**src/hw/rtl/hhlp_pkg.sv**
```systemverilog
package hhlp_pkg;

    localparam int NAME_LEN_DFLT = 64;

    // width used to compare line positions against fixed lengths
    localparam int CW = 9;

    localparam int ADDR_W = 4;
    localparam int DATA_W = 32;
    localparam int Q_DEPTH = 2;

    localparam logic [1:0] REG_TIMEOUT  = 2'd0;
    localparam logic [1:0] REG_INTERVAL = 2'd1;
    localparam logic [1:0] REG_BACKEND  = 2'd2;

    localparam logic [15:0] TIMEOUT_RST  = 16'd1000;
    localparam logic [15:0] INTERVAL_RST = 16'd500;
    localparam logic        BACKEND_RST  = 1'b0;

    localparam logic [1:0] CMD_START = 2'd0;
    localparam logic [1:0] CMD_BYTE  = 2'd1;
    localparam logic [1:0] CMD_TICK  = 2'd2;
    localparam logic [1:0] CMD_READ  = 2'd3;

    localparam logic [1:0] REPLY_NONE   = 2'd0;
    localparam logic [1:0] REPLY_ACK    = 2'd1;
    localparam logic [1:0] REPLY_NAK    = 2'd2;
    localparam logic [1:0] REPLY_PROMPT = 2'd3;

    localparam logic [7:0] CHAR_LF = 8'h0A;
    localparam logic [7:0] CHAR_CR = 8'h0D;

    localparam logic       BACKEND_MAV  = 1'b0;
    localparam logic       BACKEND_UROS = 1'b1;

    localparam logic [7:0] WORD_UROS [16] = '{
        "B", "A", "C", "K", "E", "N", "D", ":", "m", "i", "c", "r", "o", "r", "o", "s"
    };
    localparam logic [7:0] WORD_MAV [15] = '{
        "B", "A", "C", "K", "E", "N", "D", ":", "m", "a", "v", "l", "i", "n", "k"
    };
    localparam logic [7:0] WORD_NS [3]  = '{"N", "S", ":"};
    localparam logic [7:0] WORD_END [3] = '{"E", "N", "D"};

    localparam logic [CW-1:0] LEN_PREFIX_BK = 9'd8;
    localparam logic [CW-1:0] LEN_MAV       = 9'd15;
    localparam logic [CW-1:0] LEN_UROS      = 9'd16;
    localparam logic [CW-1:0] LEN_SHORT     = 9'd3;

    typedef struct packed {
        logic [1:0] command;
        logic [7:0] byte_value;
        logic [5:0] char_index;
    } t_in_item;

    typedef struct packed {
        logic [1:0] reply;
        logic       finished;
        logic       name_received;
        logic       backend_choice;
        logic [7:0] namespace_char;
    } t_result;

    typedef enum logic [2:0] {
        OP_START,
        OP_BYTE,
        OP_EOL,
        OP_SKIP,
        OP_TICK,
        OP_READ
    } t_op;

    typedef struct packed {
        t_op        op;
        logic [7:0] byte_value;
        logic [5:0] char_index;
    } t_op_item;

    typedef struct packed {
        logic [15:0] timeout;
        logic [15:0] interval;
        logic        default_backend;
    } t_cfg;

    typedef enum logic [1:0] {
        PH_IDLE,
        PH_ACTIVE,
        PH_DONE
    } t_phase;

    typedef enum logic [2:0] {
        B_IDLE,
        B_EXEC,
        B_COPY,
        B_READ,
        B_RESP
    } t_bstate;

endpackage

```
**src/hw/rtl/hhlp_ram.sv**
```systemverilog
module hhlp_ram #(
    parameter int WIDTH = 8,
    parameter int DEPTH = 64,
    localparam int AW = $clog2(DEPTH)
) (
    input  logic             i_clk,
    input  logic             i_wr_en,
    input  logic [AW-1:0]    i_wr_addr,
    input  logic [WIDTH-1:0] i_wr_data,
    input  logic             i_rd_en,
    input  logic [AW-1:0]    i_rd_addr,
    output logic [WIDTH-1:0] o_rd_data
);

    logic [WIDTH-1:0] r_mem [DEPTH];
    logic [WIDTH-1:0] r_rd_data;

    always_ff @(posedge i_clk) begin
        if (i_wr_en) begin
            r_mem[i_wr_addr] <= i_wr_data;
        end
        if (i_rd_en) begin
            r_rd_data <= r_mem[i_rd_addr];
        end
    end

    assign o_rd_data = r_rd_data;

endmodule

```
**src/hw/rtl/hhlp_front.sv**
```systemverilog
module hhlp_front (
    input  logic              i_clk,
    input  logic              i_rst_n,
    input  logic              i_push,
    output logic              o_full,
    input  hhlp_pkg::t_in_item i_item,
    output logic              o_vld,
    output hhlp_pkg::t_op_item o_item,
    input  logic              i_pop
);

    import hhlp_pkg::*;

    localparam int PW = $clog2(Q_DEPTH);
    localparam int CNW = $clog2(Q_DEPTH + 1);

    t_op_item        w_dec;
    t_op_item        r_slot [Q_DEPTH];
    logic [PW-1:0]   r_wr_ptr;
    logic [PW-1:0]   r_rd_ptr;
    logic [CNW-1:0]  r_count;
    logic [PW-1:0]   n_wr_ptr;
    logic [PW-1:0]   n_rd_ptr;
    logic [CNW-1:0]  n_count;
    logic            w_wr;
    logic            w_rd;

    // classify the command before it is queued
    always_comb begin
        w_dec.byte_value = i_item.byte_value;
        w_dec.char_index = i_item.char_index;
        unique case (i_item.command)
            CMD_START: w_dec.op = OP_START;
            CMD_BYTE: begin
                if (i_item.byte_value == CHAR_LF) begin
                    w_dec.op = OP_EOL;
                end else if (i_item.byte_value == CHAR_CR) begin
                    w_dec.op = OP_SKIP;
                end else begin
                    w_dec.op = OP_BYTE;
                end
            end
            CMD_TICK: w_dec.op = OP_TICK;
            CMD_READ: w_dec.op = OP_READ;
            default:  w_dec.op = OP_READ;
        endcase
    end

    assign o_full = (r_count == CNW'(Q_DEPTH));
    assign o_vld  = (r_count != '0);
    assign o_item = r_slot[r_rd_ptr];
    assign w_wr   = i_push && !o_full;
    assign w_rd   = i_pop && o_vld;

    always_comb begin
        n_wr_ptr = r_wr_ptr;
        n_rd_ptr = r_rd_ptr;
        n_count  = r_count;
        if (w_wr) begin
            n_wr_ptr = (r_wr_ptr == PW'(Q_DEPTH - 1)) ? '0 : r_wr_ptr + 1'b1;
        end
        if (w_rd) begin
            n_rd_ptr = (r_rd_ptr == PW'(Q_DEPTH - 1)) ? '0 : r_rd_ptr + 1'b1;
        end
        if (w_wr && !w_rd) begin
            n_count = r_count + 1'b1;
        end else if (w_rd && !w_wr) begin
            n_count = r_count - 1'b1;
        end
    end

    always_ff @(posedge i_clk) begin
        if (!i_rst_n) begin
            r_wr_ptr <= '0;
            r_rd_ptr <= '0;
            r_count  <= '0;
        end else begin
            r_wr_ptr <= n_wr_ptr;
            r_rd_ptr <= n_rd_ptr;
            r_count  <= n_count;
        end
    end

    always_ff @(posedge i_clk) begin
        if (w_wr) begin
            r_slot[r_wr_ptr] <= w_dec;
        end
    end

endmodule

```
**src/hw/rtl/hhlp_back.sv**
```systemverilog
module hhlp_back #(
    parameter int NAME_LEN = hhlp_pkg::NAME_LEN_DFLT
) (
    input  logic               i_clk,
    input  logic               i_rst_n,
    input  logic               i_q_vld,
    input  hhlp_pkg::t_op_item i_q_item,
    output logic               o_q_pop,
    input  hhlp_pkg::t_cfg     i_cfg,
    input  logic               i_bk_load,
    input  logic               i_pop,
    output logic               o_empty,
    output hhlp_pkg::t_result  o_result
);

    import hhlp_pkg::*;

    localparam int LW  = $clog2(NAME_LEN);
    localparam int LAW = $clog2(NAME_LEN - 1);

    t_bstate             r_state, n_state;
    t_phase              r_phase, n_phase;
    t_op                 r_op, n_op;
    logic [7:0]          r_byte, n_byte;
    logic [5:0]          r_idx, n_idx;
    logic [1:0]          r_reply, n_reply;
    logic [LW-1:0]       r_line_len, n_line_len;
    logic                r_f_bk, n_f_bk;
    logic                r_f_mav, n_f_mav;
    logic                r_f_uros, n_f_uros;
    logic                r_f_ns, n_f_ns;
    logic                r_f_end, n_f_end;
    logic                r_name_seen, n_name_seen;
    logic                r_backend, n_backend;
    logic [15:0]         r_elapsed, n_elapsed;
    logic [15:0]         r_since, n_since;
    logic [NAME_LEN-1:0] r_name_vld, n_name_vld;
    logic [LW-1:0]       r_cp_ptr, n_cp_ptr;
    logic [LW-1:0]       r_cp_end, n_cp_end;
    logic                r_cp_pend, n_cp_pend;
    logic [LW-1:0]       r_cp_waddr, n_cp_waddr;
    logic                r_cp_zero, n_cp_zero;
    logic                r_rd_inrng, n_rd_inrng;
    logic                r_rd_vld, n_rd_vld;
    logic                r_out_vld, n_out_vld;
    t_result             r_out, n_out;

    logic                w_line_we;
    logic [LAW-1:0]      w_line_waddr;
    logic                w_line_re;
    logic [LAW-1:0]      w_line_raddr;
    logic [7:0]          w_line_rdata;
    logic                w_name_we;
    logic                w_name_re;
    logic [7:0]          w_name_rdata;
    logic                w_load_out;
    logic [CW-1:0]       w_l9;
    logic [CW-1:0]       w_idx9;
    logic                w_active;

    hhlp_ram #(
        .WIDTH (8),
        .DEPTH (NAME_LEN - 1)
    ) u_line_ram (
        .i_clk     (i_clk),
        .i_wr_en   (w_line_we),
        .i_wr_addr (w_line_waddr),
        .i_wr_data (r_byte),
        .i_rd_en   (w_line_re),
        .i_rd_addr (w_line_raddr),
        .o_rd_data (w_line_rdata)
    );

    hhlp_ram #(
        .WIDTH (8),
        .DEPTH (NAME_LEN)
    ) u_name_ram (
        .i_clk     (i_clk),
        .i_wr_en   (w_name_we),
        .i_wr_addr (r_cp_waddr),
        .i_wr_data (w_line_rdata),
        .i_rd_en   (w_name_re),
        .i_rd_addr (w_idx9[LW-1:0]),
        .o_rd_data (w_name_rdata)
    );

    assign w_l9     = CW'(r_line_len);
    assign w_idx9   = CW'(r_idx);
    assign w_active = (r_phase == PH_ACTIVE);
    assign o_empty  = !r_out_vld;
    assign o_result = r_out;

    always_comb begin
        n_state     = r_state;
        n_phase     = r_phase;
        n_op        = r_op;
        n_byte      = r_byte;
        n_idx       = r_idx;
        n_reply     = r_reply;
        n_line_len  = r_line_len;
        n_f_bk      = r_f_bk;
        n_f_mav     = r_f_mav;
        n_f_uros    = r_f_uros;
        n_f_ns      = r_f_ns;
        n_f_end     = r_f_end;
        n_name_seen = r_name_seen;
        n_backend   = r_backend;
        n_elapsed   = r_elapsed;
        n_since     = r_since;
        n_name_vld  = r_name_vld;
        n_cp_ptr    = r_cp_ptr;
        n_cp_end    = r_cp_end;
        n_cp_pend   = r_cp_pend;
        n_cp_waddr  = r_cp_waddr;
        n_cp_zero   = r_cp_zero;
        n_rd_inrng  = r_rd_inrng;
        n_rd_vld    = r_rd_vld;
        o_q_pop      = 1'b0;
        w_line_we    = 1'b0;
        w_line_waddr = r_line_len[LAW-1:0];
        w_line_re    = 1'b0;
        w_line_raddr = r_cp_ptr[LAW-1:0];
        w_name_we    = 1'b0;
        w_name_re    = 1'b0;
        w_load_out   = 1'b0;

        unique case (r_state)
            B_IDLE: begin
                if (i_q_vld) begin
                    o_q_pop = 1'b1;
                    n_op    = i_q_item.op;
                    n_byte  = i_q_item.byte_value;
                    n_idx   = i_q_item.char_index;
                    n_state = B_EXEC;
                end
            end
            B_EXEC: begin
                n_reply = REPLY_NONE;
                n_state = B_READ;
                unique case (r_op)
                    OP_START: begin
                        if (r_phase == PH_IDLE) begin
                            n_line_len  = '0;
                            n_f_bk      = 1'b1;
                            n_f_mav     = 1'b1;
                            n_f_uros    = 1'b1;
                            n_f_ns      = 1'b1;
                            n_f_end     = 1'b1;
                            n_elapsed   = '0;
                            n_since     = '0;
                            n_name_seen = 1'b0;
                            n_reply     = REPLY_PROMPT;
                            n_phase     = (i_cfg.timeout == '0) ? PH_DONE : PH_ACTIVE;
                        end
                    end
                    OP_BYTE: begin
                        if (w_active && (w_l9 < CW'(NAME_LEN - 1))) begin
                            w_line_we  = 1'b1;
                            n_line_len = r_line_len + 1'b1;
                            if (w_l9 < LEN_PREFIX_BK) begin
                                n_f_bk = r_f_bk && (r_byte == WORD_UROS[w_l9[3:0]]);
                            end
                            if (w_l9 < LEN_MAV) begin
                                n_f_mav = r_f_mav && (r_byte == WORD_MAV[w_l9[3:0]]);
                            end
                            if (w_l9 < LEN_UROS) begin
                                n_f_uros = r_f_uros && (r_byte == WORD_UROS[w_l9[3:0]]);
                            end
                            if (w_l9 < LEN_SHORT) begin
                                n_f_ns  = r_f_ns && (r_byte == WORD_NS[w_l9[1:0]]);
                                n_f_end = r_f_end && (r_byte == WORD_END[w_l9[1:0]]);
                            end
                        end
                    end
                    OP_EOL: begin
                        if (w_active) begin
                            priority if (r_f_bk && (w_l9 >= LEN_PREFIX_BK)) begin
                                if (r_f_mav && (w_l9 == LEN_MAV)) begin
                                    n_backend = BACKEND_MAV;
                                    n_reply   = REPLY_ACK;
                                end else if (r_f_uros && (w_l9 == LEN_UROS)) begin
                                    n_backend = BACKEND_UROS;
                                    n_reply   = REPLY_ACK;
                                end else begin
                                    n_reply   = REPLY_NAK;
                                end
                            end else if (r_f_ns && (w_l9 >= LEN_SHORT)) begin
                                n_name_vld  = '0;
                                n_name_seen = 1'b1;
                                n_reply     = REPLY_ACK;
                                n_cp_ptr    = LW'(3);
                                n_cp_end    = r_line_len;
                                n_cp_pend   = 1'b0;
                                n_cp_zero   = 1'b0;
                                n_state     = B_COPY;
                            end else if (r_f_end && (w_l9 == LEN_SHORT)) begin
                                n_phase = PH_DONE;
                                n_reply = REPLY_ACK;
                            end else begin
                                n_reply = REPLY_NONE;
                            end
                            n_line_len = '0;
                            n_f_bk     = 1'b1;
                            n_f_mav    = 1'b1;
                            n_f_uros   = 1'b1;
                            n_f_ns     = 1'b1;
                            n_f_end    = 1'b1;
                        end
                    end
                    OP_TICK: begin
                        if (w_active) begin
                            n_elapsed = (r_elapsed == '1) ? r_elapsed : r_elapsed + 1'b1;
                            n_since   = (r_since == '1) ? r_since : r_since + 1'b1;
                            if (n_elapsed >= i_cfg.timeout) begin
                                n_phase = PH_DONE;
                            end else if (n_since >= i_cfg.interval) begin
                                n_since = '0;
                                n_reply = REPLY_PROMPT;
                            end
                        end
                    end
                    OP_SKIP, OP_READ: begin
                    end
                    default: begin
                    end
                endcase
            end
            B_COPY: begin
                // line bytes after the prefix, one per cycle, stop at a zero byte
                n_cp_pend = 1'b0;
                if (r_cp_ptr < r_cp_end) begin
                    w_line_re  = 1'b1;
                    n_cp_ptr   = r_cp_ptr + 1'b1;
                    n_cp_pend  = 1'b1;
                    n_cp_waddr = r_cp_ptr - LW'(3);
                end
                if (r_cp_pend) begin
                    if (!r_cp_zero && (w_line_rdata != 8'h00)) begin
                        w_name_we              = 1'b1;
                        n_name_vld[r_cp_waddr] = 1'b1;
                    end else begin
                        n_cp_zero = 1'b1;
                    end
                end
                if ((r_cp_ptr >= r_cp_end) && !r_cp_pend) begin
                    n_state = B_READ;
                end
            end
            B_READ: begin
                w_name_re  = 1'b1;
                n_rd_inrng = (w_idx9 < CW'(NAME_LEN));
                n_rd_vld   = n_rd_inrng && r_name_vld[w_idx9[LW-1:0]];
                n_state    = B_RESP;
            end
            B_RESP: begin
                if (!r_out_vld || i_pop) begin
                    w_load_out = 1'b1;
                    n_state    = B_IDLE;
                end
            end
            default: n_state = B_IDLE;
        endcase

        if (i_bk_load && (r_phase == PH_IDLE)) begin
            n_backend = i_cfg.default_backend;
        end

        n_out.reply          = r_reply;
        n_out.finished       = (r_phase == PH_DONE);
        n_out.name_received  = r_name_seen;
        n_out.backend_choice = r_backend;
        n_out.namespace_char = (r_rd_inrng && r_rd_vld) ? w_name_rdata : 8'h00;

        if (w_load_out) begin
            n_out_vld = 1'b1;
        end else if (i_pop) begin
            n_out_vld = 1'b0;
        end else begin
            n_out_vld = r_out_vld;
        end
    end

    always_ff @(posedge i_clk) begin
        if (!i_rst_n) begin
            r_state     <= B_IDLE;
            r_phase     <= PH_IDLE;
            r_line_len  <= '0;
            r_f_bk      <= 1'b1;
            r_f_mav     <= 1'b1;
            r_f_uros    <= 1'b1;
            r_f_ns      <= 1'b1;
            r_f_end     <= 1'b1;
            r_name_seen <= 1'b0;
            r_backend   <= BACKEND_RST;
            r_elapsed   <= '0;
            r_since     <= '0;
            r_name_vld  <= '0;
            r_cp_ptr    <= '0;
            r_cp_end    <= '0;
            r_cp_pend   <= 1'b0;
            r_cp_zero   <= 1'b0;
            r_rd_inrng  <= 1'b0;
            r_rd_vld    <= 1'b0;
            r_out_vld   <= 1'b0;
        end else begin
            r_state     <= n_state;
            r_phase     <= n_phase;
            r_line_len  <= n_line_len;
            r_f_bk      <= n_f_bk;
            r_f_mav     <= n_f_mav;
            r_f_uros    <= n_f_uros;
            r_f_ns      <= n_f_ns;
            r_f_end     <= n_f_end;
            r_name_seen <= n_name_seen;
            r_backend   <= n_backend;
            r_elapsed   <= n_elapsed;
            r_since     <= n_since;
            r_name_vld  <= n_name_vld;
            r_cp_ptr    <= n_cp_ptr;
            r_cp_end    <= n_cp_end;
            r_cp_pend   <= n_cp_pend;
            r_cp_zero   <= n_cp_zero;
            r_rd_inrng  <= n_rd_inrng;
            r_rd_vld    <= n_rd_vld;
            r_out_vld   <= n_out_vld;
        end
    end

    always_ff @(posedge i_clk) begin
        r_op       <= n_op;
        r_byte     <= n_byte;
        r_idx      <= n_idx;
        r_reply    <= n_reply;
        r_cp_waddr <= n_cp_waddr;
        if (w_load_out) begin
            r_out <= n_out;
        end
    end

endmodule

```
**src/hw/rtl/host_handshake_line_parser.sv**
```systemverilog
// host handshake line parser
// input channel: push/full carries one item (command, byte_value, char_index);
// a transfer happens on a clock edge with push high and full low.
// result channel: empty/pop; while empty is low o_result holds the oldest
// result, and a transfer happens on a clock edge with pop high and empty low.
// every accepted item gives exactly one result, in order.
// a two-entry queue after the command decoder lets items be taken while the
// executor works or while a result waits to be popped.
// the executor takes one item at a time from the queue and passes it through
// its exec, read and response states, then loads the result register; for a
// namespace line a copy state between exec and read moves the bytes after
// "NS:" from the line buffer into the namespace buffer by registered reads.
// if pop stays low the executor holds its finished result and the queue fills,
// then full rises.
// reset: registers return to 1000 ms timeout, 500 ms interval, mavlink; the
// handshake waits for a start item and the namespace reads as all zero.
// configuration registers over the apb port, 4-byte stride, are to be written
// only while idle by the user; the block itself does not enforce this.
module host_handshake_line_parser #(
    parameter int NAME_LEN = hhlp_pkg::NAME_LEN_DFLT
) (
    input  logic                        i_clk,
    input  logic                        i_rst_n,
    input  logic                        push,
    output logic                        full,
    input  hhlp_pkg::t_in_item          i_item,
    output logic                        empty,
    input  logic                        pop,
    output hhlp_pkg::t_result           o_result,
    input  logic                        psel,
    input  logic                        penable,
    input  logic                        pwrite,
    input  logic [hhlp_pkg::ADDR_W-1:0] paddr,
    input  logic [hhlp_pkg::DATA_W-1:0] pwdata,
    output logic [hhlp_pkg::DATA_W-1:0] prdata,
    output logic                        pready
);

    import hhlp_pkg::*;

    logic [15:0] r_timeout;
    logic [15:0] r_interval;
    logic        r_dflt_bk;
    logic [15:0] n_timeout;
    logic [15:0] n_interval;
    logic        n_dflt_bk;
    logic        w_cfg_wr;
    logic        w_bk_load;
    logic [1:0]  w_reg_idx;
    t_cfg        w_cfg;
    logic        w_q_vld;
    logic        w_q_pop;
    t_op_item    w_q_item;

    assign pready    = 1'b1;
    assign w_cfg_wr  = psel && penable && pwrite;
    assign w_reg_idx = paddr[3:2];

    always_comb begin
        n_timeout  = r_timeout;
        n_interval = r_interval;
        n_dflt_bk  = r_dflt_bk;
        w_bk_load  = 1'b0;
        prdata     = '0;
        unique case (w_reg_idx)
            REG_TIMEOUT: begin
                prdata = DATA_W'(r_timeout);
                if (w_cfg_wr) begin
                    n_timeout = pwdata[15:0];
                end
            end
            REG_INTERVAL: begin
                prdata = DATA_W'(r_interval);
                if (w_cfg_wr) begin
                    n_interval = pwdata[15:0];
                end
            end
            REG_BACKEND: begin
                prdata = DATA_W'(r_dflt_bk);
                if (w_cfg_wr) begin
                    n_dflt_bk = pwdata[0];
                    w_bk_load = 1'b1;
                end
            end
            default: begin
            end
        endcase
    end

    always_ff @(posedge i_clk) begin
        if (!i_rst_n) begin
            r_timeout  <= TIMEOUT_RST;
            r_interval <= INTERVAL_RST;
            r_dflt_bk  <= BACKEND_RST;
        end else begin
            r_timeout  <= n_timeout;
            r_interval <= n_interval;
            r_dflt_bk  <= n_dflt_bk;
        end
    end

    // backend load uses the value being written, not the old register
    assign w_cfg.timeout         = r_timeout;
    assign w_cfg.interval        = r_interval;
    assign w_cfg.default_backend = w_bk_load ? n_dflt_bk : r_dflt_bk;

    hhlp_front u_front (
        .i_clk   (i_clk),
        .i_rst_n (i_rst_n),
        .i_push  (push),
        .o_full  (full),
        .i_item  (i_item),
        .o_vld   (w_q_vld),
        .o_item  (w_q_item),
        .i_pop   (w_q_pop)
    );

    hhlp_back #(
        .NAME_LEN (NAME_LEN)
    ) u_back (
        .i_clk     (i_clk),
        .i_rst_n   (i_rst_n),
        .i_q_vld   (w_q_vld),
        .i_q_item  (w_q_item),
        .o_q_pop   (w_q_pop),
        .i_cfg     (w_cfg),
        .i_bk_load (w_bk_load),
        .i_pop     (pop),
        .o_empty   (empty),
        .o_result  (o_result)
    );

endmodule

```
**config.mk**
```make
export PLATFORM = sky130hd
export DESIGN_NAME = host_handshake_line_parser
export DESIGN_NICKNAME = d
export VERILOG_FILES = /design/src/hw/rtl/hhlp_pkg.sv /design/src/hw/rtl/hhlp_ram.sv /design/src/hw/rtl/hhlp_front.sv /design/src/hw/rtl/hhlp_back.sv /design/src/hw/rtl/host_handshake_line_parser.sv
export SDC_FILE = /design/constraint.sdc
export NUM_CORES = 2
export LEC_CHECK = 0
export ABC_AREA = 0
export BUFFER_PORTS_ARGS = -buffer_cell sky130_fd_sc_hd__buf_4
export CAP_MARGIN = 20
export CORE_MARGIN = 3
export CORE_UTILIZATION = 60
export CTS_BUF_LIST = sky130_fd_sc_hd__clkbuf_4
export CTS_CLUSTER_DIAMETER = 100
export DETAILED_ROUTE_END_ITERATION = 7
export PLACE_DENSITY = 0.77
export SKIP_LAST_GASP = 1
export SLEW_MARGIN = 10
export SYNTH_ARGS = -nofsm -noshare
export SYNTH_HDL_FRONTEND = slang
export SYNTH_SLANG_ARGS = --single-unit
```
**constraint.sdc**
```tcl
create_clock -name i_clk -period 8.25 [get_ports i_clk]
set_clock_uncertainty 0.2 [all_clocks]
set_input_delay 1.65 -clock i_clk [delete_from_list [all_inputs] [get_ports i_clk]]
set_output_delay 1.65 -clock i_clk [all_outputs]
set_load 0.01 [all_outputs]
```
Yosys cells after proc, flatten, opt, wreduce, memory -nomap -nowiden
Memories as Yosys holds them, arrays and structs flattened. A register that Yosys moved wholly into a read port is not among the register bits.
Cells that the tools add are included.
{ "totals": {"out_inout_bits": 48, "reg_bits": 189, "memories": 5, "inputBits": 59, "rom_bits": 256, "ramBits": 1050, "latch_bits": 0, "word_cells": 326} }
{ "classes": {"mul": 0, "reduce_logical": 69, "add_sub_neg": 9, "mux": 139, "n_eq_ne": 50, "shifts": 0, "n_lt_le_gt_ge": 17, "n_bitwise": 4, "div_mod_pow": 0} }
{ "memory_table": {"columns": ["name", "depth", "word_bits", "read_ports", "rd_clocked_by_memory_dff", "write_ports", "line_no", "text"], "rows": [
  ["u_back.u_name_ram.r_mem", 64, 8, 1, 1, 1, "hhlp_ram.sv:15", "logic [WIDTH-1:0] r_mem [DEPTH];"],
  ["u_back.u_line_ram.r_mem", 63, 8, 1, 1, 1, "hhlp_ram.sv:15", null],
  ["(no name shown)", 16, 8, 1, 0, 0, "hhlp_back.sv:161", "n_f_bk = r_f_bk && (r_byte == WORD_UROS[w_l9[3:0]]);"],
  ["(no name shown)", 16, 8, 1, 0, 0, "hhlp_back.sv:164", "n_f_mav = r_f_mav && (r_byte == WORD_MAV[w_l9[3:0]]);"],
  ["u_front.r_slot", 2, 17, 1, 1, 1, "hhlp_front.sv:18", "t_op_item r_slot [Q_DEPTH];"]
]} }
{ "op_table": {"columns": ["operator", "count"], "rows": [
  ["64-bit two-way mux", 6],
  ["64-bit one-hot mux with 2 select lines", 1],
  ["16-bit two-way mux", 7],
  ["8-bit two-way mux", 8],
  ["64-bit bitwise OR", 1],
  ["16-bit one-hot mux with 2 select lines", 2],
  ["1-bit two-way mux", 61],
  ["6-bit two-way mux", 8],
  ["16-bit one-hot mux with 3 select lines", 1],
  ["2-bit two-way mux", 20],
  ["2-bit by 1-bit != test with 1-bit output (second input constant)", 18],
  ["6-bit AND reduction", 6],
  ["16-bit by 1-bit adder with 16-bit output (second input constant)", 2],
  ["8-bit binary-select mux with 2-bit select", 2],
  ["16-bit equality test (second input constant)", 2],
  ["8-bit equality test", 4],
  ["16-bit greater-or-equal comparator", 2],
  ["1-bit logical AND", 23],
  ["6-bit by 7-bit less-than comparator with 1-bit output (second input constant)", 3],
  ["3-bit two-way mux", 7],
  ["5-bit AND reduction", 4],
  ["2-bit nonzero test", 10],
  ["6-bit one-hot mux with 3 select lines", 1],
  ["8-bit by 4-bit equality test with 1-bit output (second input constant)", 2],
  ["other kinds (48)", 87]
]} }

Longest topological paths before layout
{ "logic_depth": {"ltp_word": 9, "mapped_depth": 15, "ltp_nobuf": 13} }

Modules after synthesis
Synthesis repeated with hierarchy kept, for this count alone.
{ "hier_totals": {"hier_cells": 3245, "hier_area_um2": 52691.8} }
{ "modules_own_cells": {"columns": ["module", "cells_per_inst", "area_each_um2", "seq_area_each_um2", "instances"], "rows": [
  ["hhlp_ram at u_back.u_name_ram", 972, 20270.7, 15615.0, 1],
  ["hhlp_ram at u_back.u_line_ram", 951, 19924.1, 15374.7, 1],
  ["hhlp_back", 1045, 9237.6, 3763.6, 1],
  ["host_handshake_line_parser", 191, 1745.4, 660.6, 1],
  ["hhlp_front", 86, 1514.0, 1121.1, 1]
]} }

Worst setup path after synthesis
OpenSTA, ideal clock, no wires.
{ "synth_timing": {"kind": "input port to output port", "startpoint": "input paddr[2] (netlist name)", "endpoint": "output prdata[13] (netlist name)", "path_buffers": 2, "slack_ns": 3.617, "path_stages": 4, "t_arrival_ns": 2.783, "required_ns": 6.400, "path_cell_list": "buf_1 > clkbuf_1 > mux2i_1 > nor2_1"} }
{ "synth_between": {"elab_chain_cells": 2, "elab_cells_between_ends": 4, "cone_classes": "eq/ne: 2; mux: 1; reduce/logical: 1"} }
{ "synth_rtl": {"columns": ["element", "line_no", "text"], "rows": [
  ["start: declaration", "host_handshake_line_parser.sv:33", "input logic [hhlp_pkg::ADDR_W-1:0] paddr,"],
  ["2-bit equality test, or another cell as far along", "host_handshake_line_parser.sv:65", "unique case (w_reg_idx)"],
  ["16-bit one-hot mux with 3 select lines *", "host_handshake_line_parser.sv:65", null],
  ["end: declaration", "host_handshake_line_parser.sv:35", "output logic [hhlp_pkg::DATA_W-1:0] prdata,"]
]} }
Every way passes the cells marked *; elsewhere a longest branch is shown, timed or not.

Worst setup path after layout
{ "layout_timing": {"startpoint": "register u_back.r_elapsed[6]", "endpoint": "register u_back.r_reply[0], data pin"} }
{ "layout_between": {"elab_chain_cells": 6, "elab_cells_between_ends": 7, "cone_classes": "add/sub: 1; order compare: 1; eq/ne: 1; mux: 4"} }
{ "layout_rtl": {"columns": ["element", "line_no", "text"], "rows": [
  ["start: declaration", "hhlp_back.sv:35", "logic [15:0] r_elapsed, n_elapsed;"],
  ["start signal: assignment", "hhlp_back.sv:316", "r_elapsed <= n_elapsed;"],
  ["16-bit by 1-bit adder with 16-bit output or 16-bit equality test (tied branches)", "hhlp_back.sv:212", "n_elapsed = (r_elapsed == '1) ? r_elapsed : r_elapsed + 1'b1;"],
  ["16-bit two-way mux *", "hhlp_back.sv:212", null],
  ["16-bit greater-or-equal comparator *", "hhlp_back.sv:214", "if (n_elapsed >= i_cfg.timeout) begin"],
  ["2-bit two-way mux *", "hhlp_back.sv:214", null],
  ["2-bit two-way mux *", "hhlp_back.sv:211", "if (w_active) begin"],
  ["2-bit one-hot mux with 3 select lines *", "hhlp_back.sv:140", "unique case (r_op)"],
  ["end signal: assignment", "hhlp_back.sv:333", "r_reply <= n_reply;"],
  ["end: declaration", "hhlp_back.sv:26", "logic [1:0] r_reply, n_reply;"]
]} }
Marks and branches as above.
A chain may end at the register's enable or synchronous reset.

==> impl_results.md <==
* Status: finished clean
* Setup Fix Bufs, Post-CTS at 0
* Fmax at 201 MHz
* Post-DR vias/cell at 6.30
* Total negative slack at 0 ps
* Fraction of layout cells with a size suffix above 1 at 28.0%
* Hold Violations, Final at 0
* PortBufs at 71
* Final nets at 3355
* WHS at roughly 220 ps
* Cell Area, Synth at 51800 um^2
* Power per cell area at 256 nW/um^2
* Hold buffer count at CTS at 0
* Tmin final at 4960 ps
* Deepest clock path buffer count at 4
* Crit path launch: u_back.r_elapsed[6]
* Post-synth cell types at 83
* Seq/Total Area, Yosys at 70.5%
* CP arrival at 5610 ps
* Final Power at 14.6 mW
* Sw Pwr at between 3 and 4 mW
* Syn Area/Cell at roughly 17 um^2
* Detail Route Antenna Nets at 0
* Clock power share at 33.9%
* Clk_lat worst skew at 1200 ps
* DP Wirelength at 70.7 mm
* CP startpoint kind: flop
* Ys Warns at 0
* Clock Pin Slew Worst Setup and Hold Paths at 70 ps
* Synth Register Bits at 1272
* Synth async-reset ratio at 0%
* Initial antenna violation count at 3
* Simple-Gate Fraction of Synth Area at slightly below 6%
* Multiplexer share of the synthesized area at 15.5%
* Xor/xnor share of the synthesized area at less than 1%
* GRT overflow at 0
* Least-Margin Pin Slew at 1090 ps
* Unrepaired setup endpoints after global routing: false
* CP Capture Type: flop
* Vias in the first global route at 29200
* Site Rows at 107
* Total CTS buffers at 321
* Launching point of the worst reg2reg path: u_back.r_elapsed[6]
* # IOs at 107
* Adder-cell share of the synthesized area at 1.16%
* # resized after CTS at 0
* Largest family of logic cells by synthesized area: multiplexers
* Flop2flop setup slack at about 3300 ps
* R2R Path End: u_back.r_reply[0]
* Largest net degree at the start of global routing at about 130
* CTS H-tree depth at 5
* Clock net sink count at 1272
* DR pass1 iterations at 7
* GR Util All Layers at 26.2%
* Max Cap Viol at 0
* Max-slew violation count at 0
* Part of the cycle the worst path needs at around three fifths
* Cell count of the worst reg-to-reg path at 12
* Drt drc at 0
* Peak VDD IR at 468 uV
* Core Footprint at around 85000 um^2
* Pleak at 18.6 nW
* Die W at 300 um
* Area growth syn-to-layout at 10.3%
* Detailed-route via count at 29000
* Die Ht at 300 um
* Root buffer cell: clkbuf_4
* Cells after synthesis at 2980
* Rel. slew slack at between 20% and 30%
* Die Outline Area at between 80000 and 90000 um^2
* RePlAce Congestion at 0.875
* Sequential share of power at 51.1%
* Wire per inst at 25.1 um
* Critical path type: reg -> reg
* Final setup fails at 0
* Sw Ratio at approximately a quarter
* CP Capture Point: u_back.r_reply[0]
* Synth Area in Compound Gates at 4.12%
* Starting Density at 60.6%
* Number of synthesized flops with an enable pin at 1104
* CP max FO at 14
* P_int at 10.9 mW
* Worst Path Required at 8890 ps
* CTS tree: built
* Comb pwr share at 15.0%
* Worst min path class: reg -> reg
* Routed WL at 116 mm
* First-pass GRT wire length at 177 mm
* Initial DRC count at around 3500
* Top FF cell, synth: edfxtp_1
-- synthesized netlist by cell type, drive strengths merged (20+ instances only) --
master / count / area share [%]
inv: 58 / 0.42
mux2i: 38 / 0.73
nor3: 25 / 0.25
a21oi: 134 / 1.3
mux2: 24 / 0.52
buf: 87 / 0.99
xnor2: 28 / 0.47
edfxtp: 1104 / 64
clkbuf: 95 / 0.69
ha: 48 / 1.2
and3: 26 / 0.31
dfxtp: 168 / 6.5
nand4: 20 / 0.24
mux4: 327 / 14
nand2: 152 / 1.1
nand3: 38 / 0.38
nor2: 282 / 2.0
o21ai: 37 / 0.36
nor2b: 22 / 0.27
o211ai: 25 / 0.36
-- final cells by class --
class	count	area (um^2)
Multi-Input combinational cell	1482	14300
Sequential cell	1272	36500
Clock inverter	71	360
Fill cell	5694	28300
Antenna cell	7	17.5
Tap cell	1144	1430
Timing Repair Buffer	112	913
Clock buffer	452	3390
Inverter	59	221
-- cell usage in the layout, fill, tap and decap left out, types with 22 or more instances in the layout --
| cell type | count |
|---|---|
| a21oi_1 | 134 |
| and3_1 | 26 |
| buf_4 | 105 |
| clkbuf_4 | 452 |
| clkinv_1 | 52 |
| dfxtp_1 | 164 |
| edfxtp_1 | 1104 |
| ha_1 | 48 |
| inv_1 | 55 |
| mux2_2 | 23 |
| mux2i_1 | 38 |
| mux4_2 | 327 |
| nand2_1 | 152 |
| nand3_1 | 37 |
| nor2_1 | 281 |
| nor2b_1 | 22 |
| nor3_1 | 23 |
| o211ai_1 | 25 |
| xnor2_1 | 28 |
-- per-stage QoR --
| stage | instance area, um^2 | instances | utilization [%] | setup WS (ps) |
|---|---|---|---|---|
| 2_1_floorplan | 51900 | 2995 | - | 3620 |
| 3_3_place_gp | 53300 | 4064 | 62.4 | 3540 |
| 3_5_place_dp | 53300 | 4066 | 62.4 | 3410 |
| 4_1_cts | 57100 | 4589 | 66.8 | 3370 |
| 5_1_grt | 57100 | 4599 | 66.9 | 2930 |
| 6_report | 57100 | 4599 | 66.9 | 3290 |
-- logic make-up after synthesis --
kind of cell             after synthesis
AO/OA/AOI/OAI                        326
XOR/XNOR                              46
adder cells (fa/ha/maj)               48
buffers and inverters                241
flip-flops                          1272
multiplexers                         389
other                                  2
AND/OR/NAND/NOR                      656
-- power groups by stage --
stage	Clock, mW	Sequential (mW)	Combinational (mW)
finish	4.96	7.47	2.18
global route	5.40	7.47	2.34
CTS	5.06	7.48	2.18
detailed placement	0	7.62	2.18
global placement	0	7.61	2.10
floorplan	0	7.69	1.38
-- worst min-delay path by stage --
stage | from | end | slack, ps | cells after the start
3_3_place_gp | u_back.r_reply[1] | u_back.o_result[12] | 210 | 0
2_1_floorplan | u_back.r_reply[0] | u_back.o_result[11] | 200 | 0
4_1_cts | u_back.r_reply[1] | u_back.o_result[12] | 220 | 0
5_1_grt | u_back.r_reply[0] | u_back.o_result[11] | 230 | 0
3_5_place_dp | u_back.r_reply[1] | u_back.o_result[12] | 210 | 0
6_report | u_back.r_reply[1] | u_back.o_result[12] | 220 | 0
-- state kept, by name, indices dropped and copies added, names as in the netlist, 8 cells and up --
signal,cells
u_back.u_name_ram.r_mem,512
u_back.u_line_ram.r_mem,504
u_back.r_name_vld,64
u_front.r_slot,34
r_interval,16
r_timeout,16
u_back.r_elapsed,16
u_back.r_since,16
u_back.o_result,13
u_back.r_byte,8
u_back.u_line_ram.o_rd_data,8
u_back.u_name_ram.o_rd_data,8
-- critical path: stages, from the launching register on --
cell	delay [ps]
dfxtp_1	440
and4_1	260
nand4_1	290
nor3_1	760
nor4b_1	220
xor2_1	210
ha_1	320
nand4_1	130
or3_1	350
or4_1	410
o211ai_1	350
or2_1	540
o211ai_1	180
-- routing by layer --
layer,global-route usage (%),wire [um],vias to the layer above
li1,-,-,12500
met1,35.8,44600,14700
met2,41.9,57800,1493
met3,5.00,9220,263
met4,11.4,4010,0
met5,0,0,-
No activity file was read; power rests on OpenSTA's default activity.
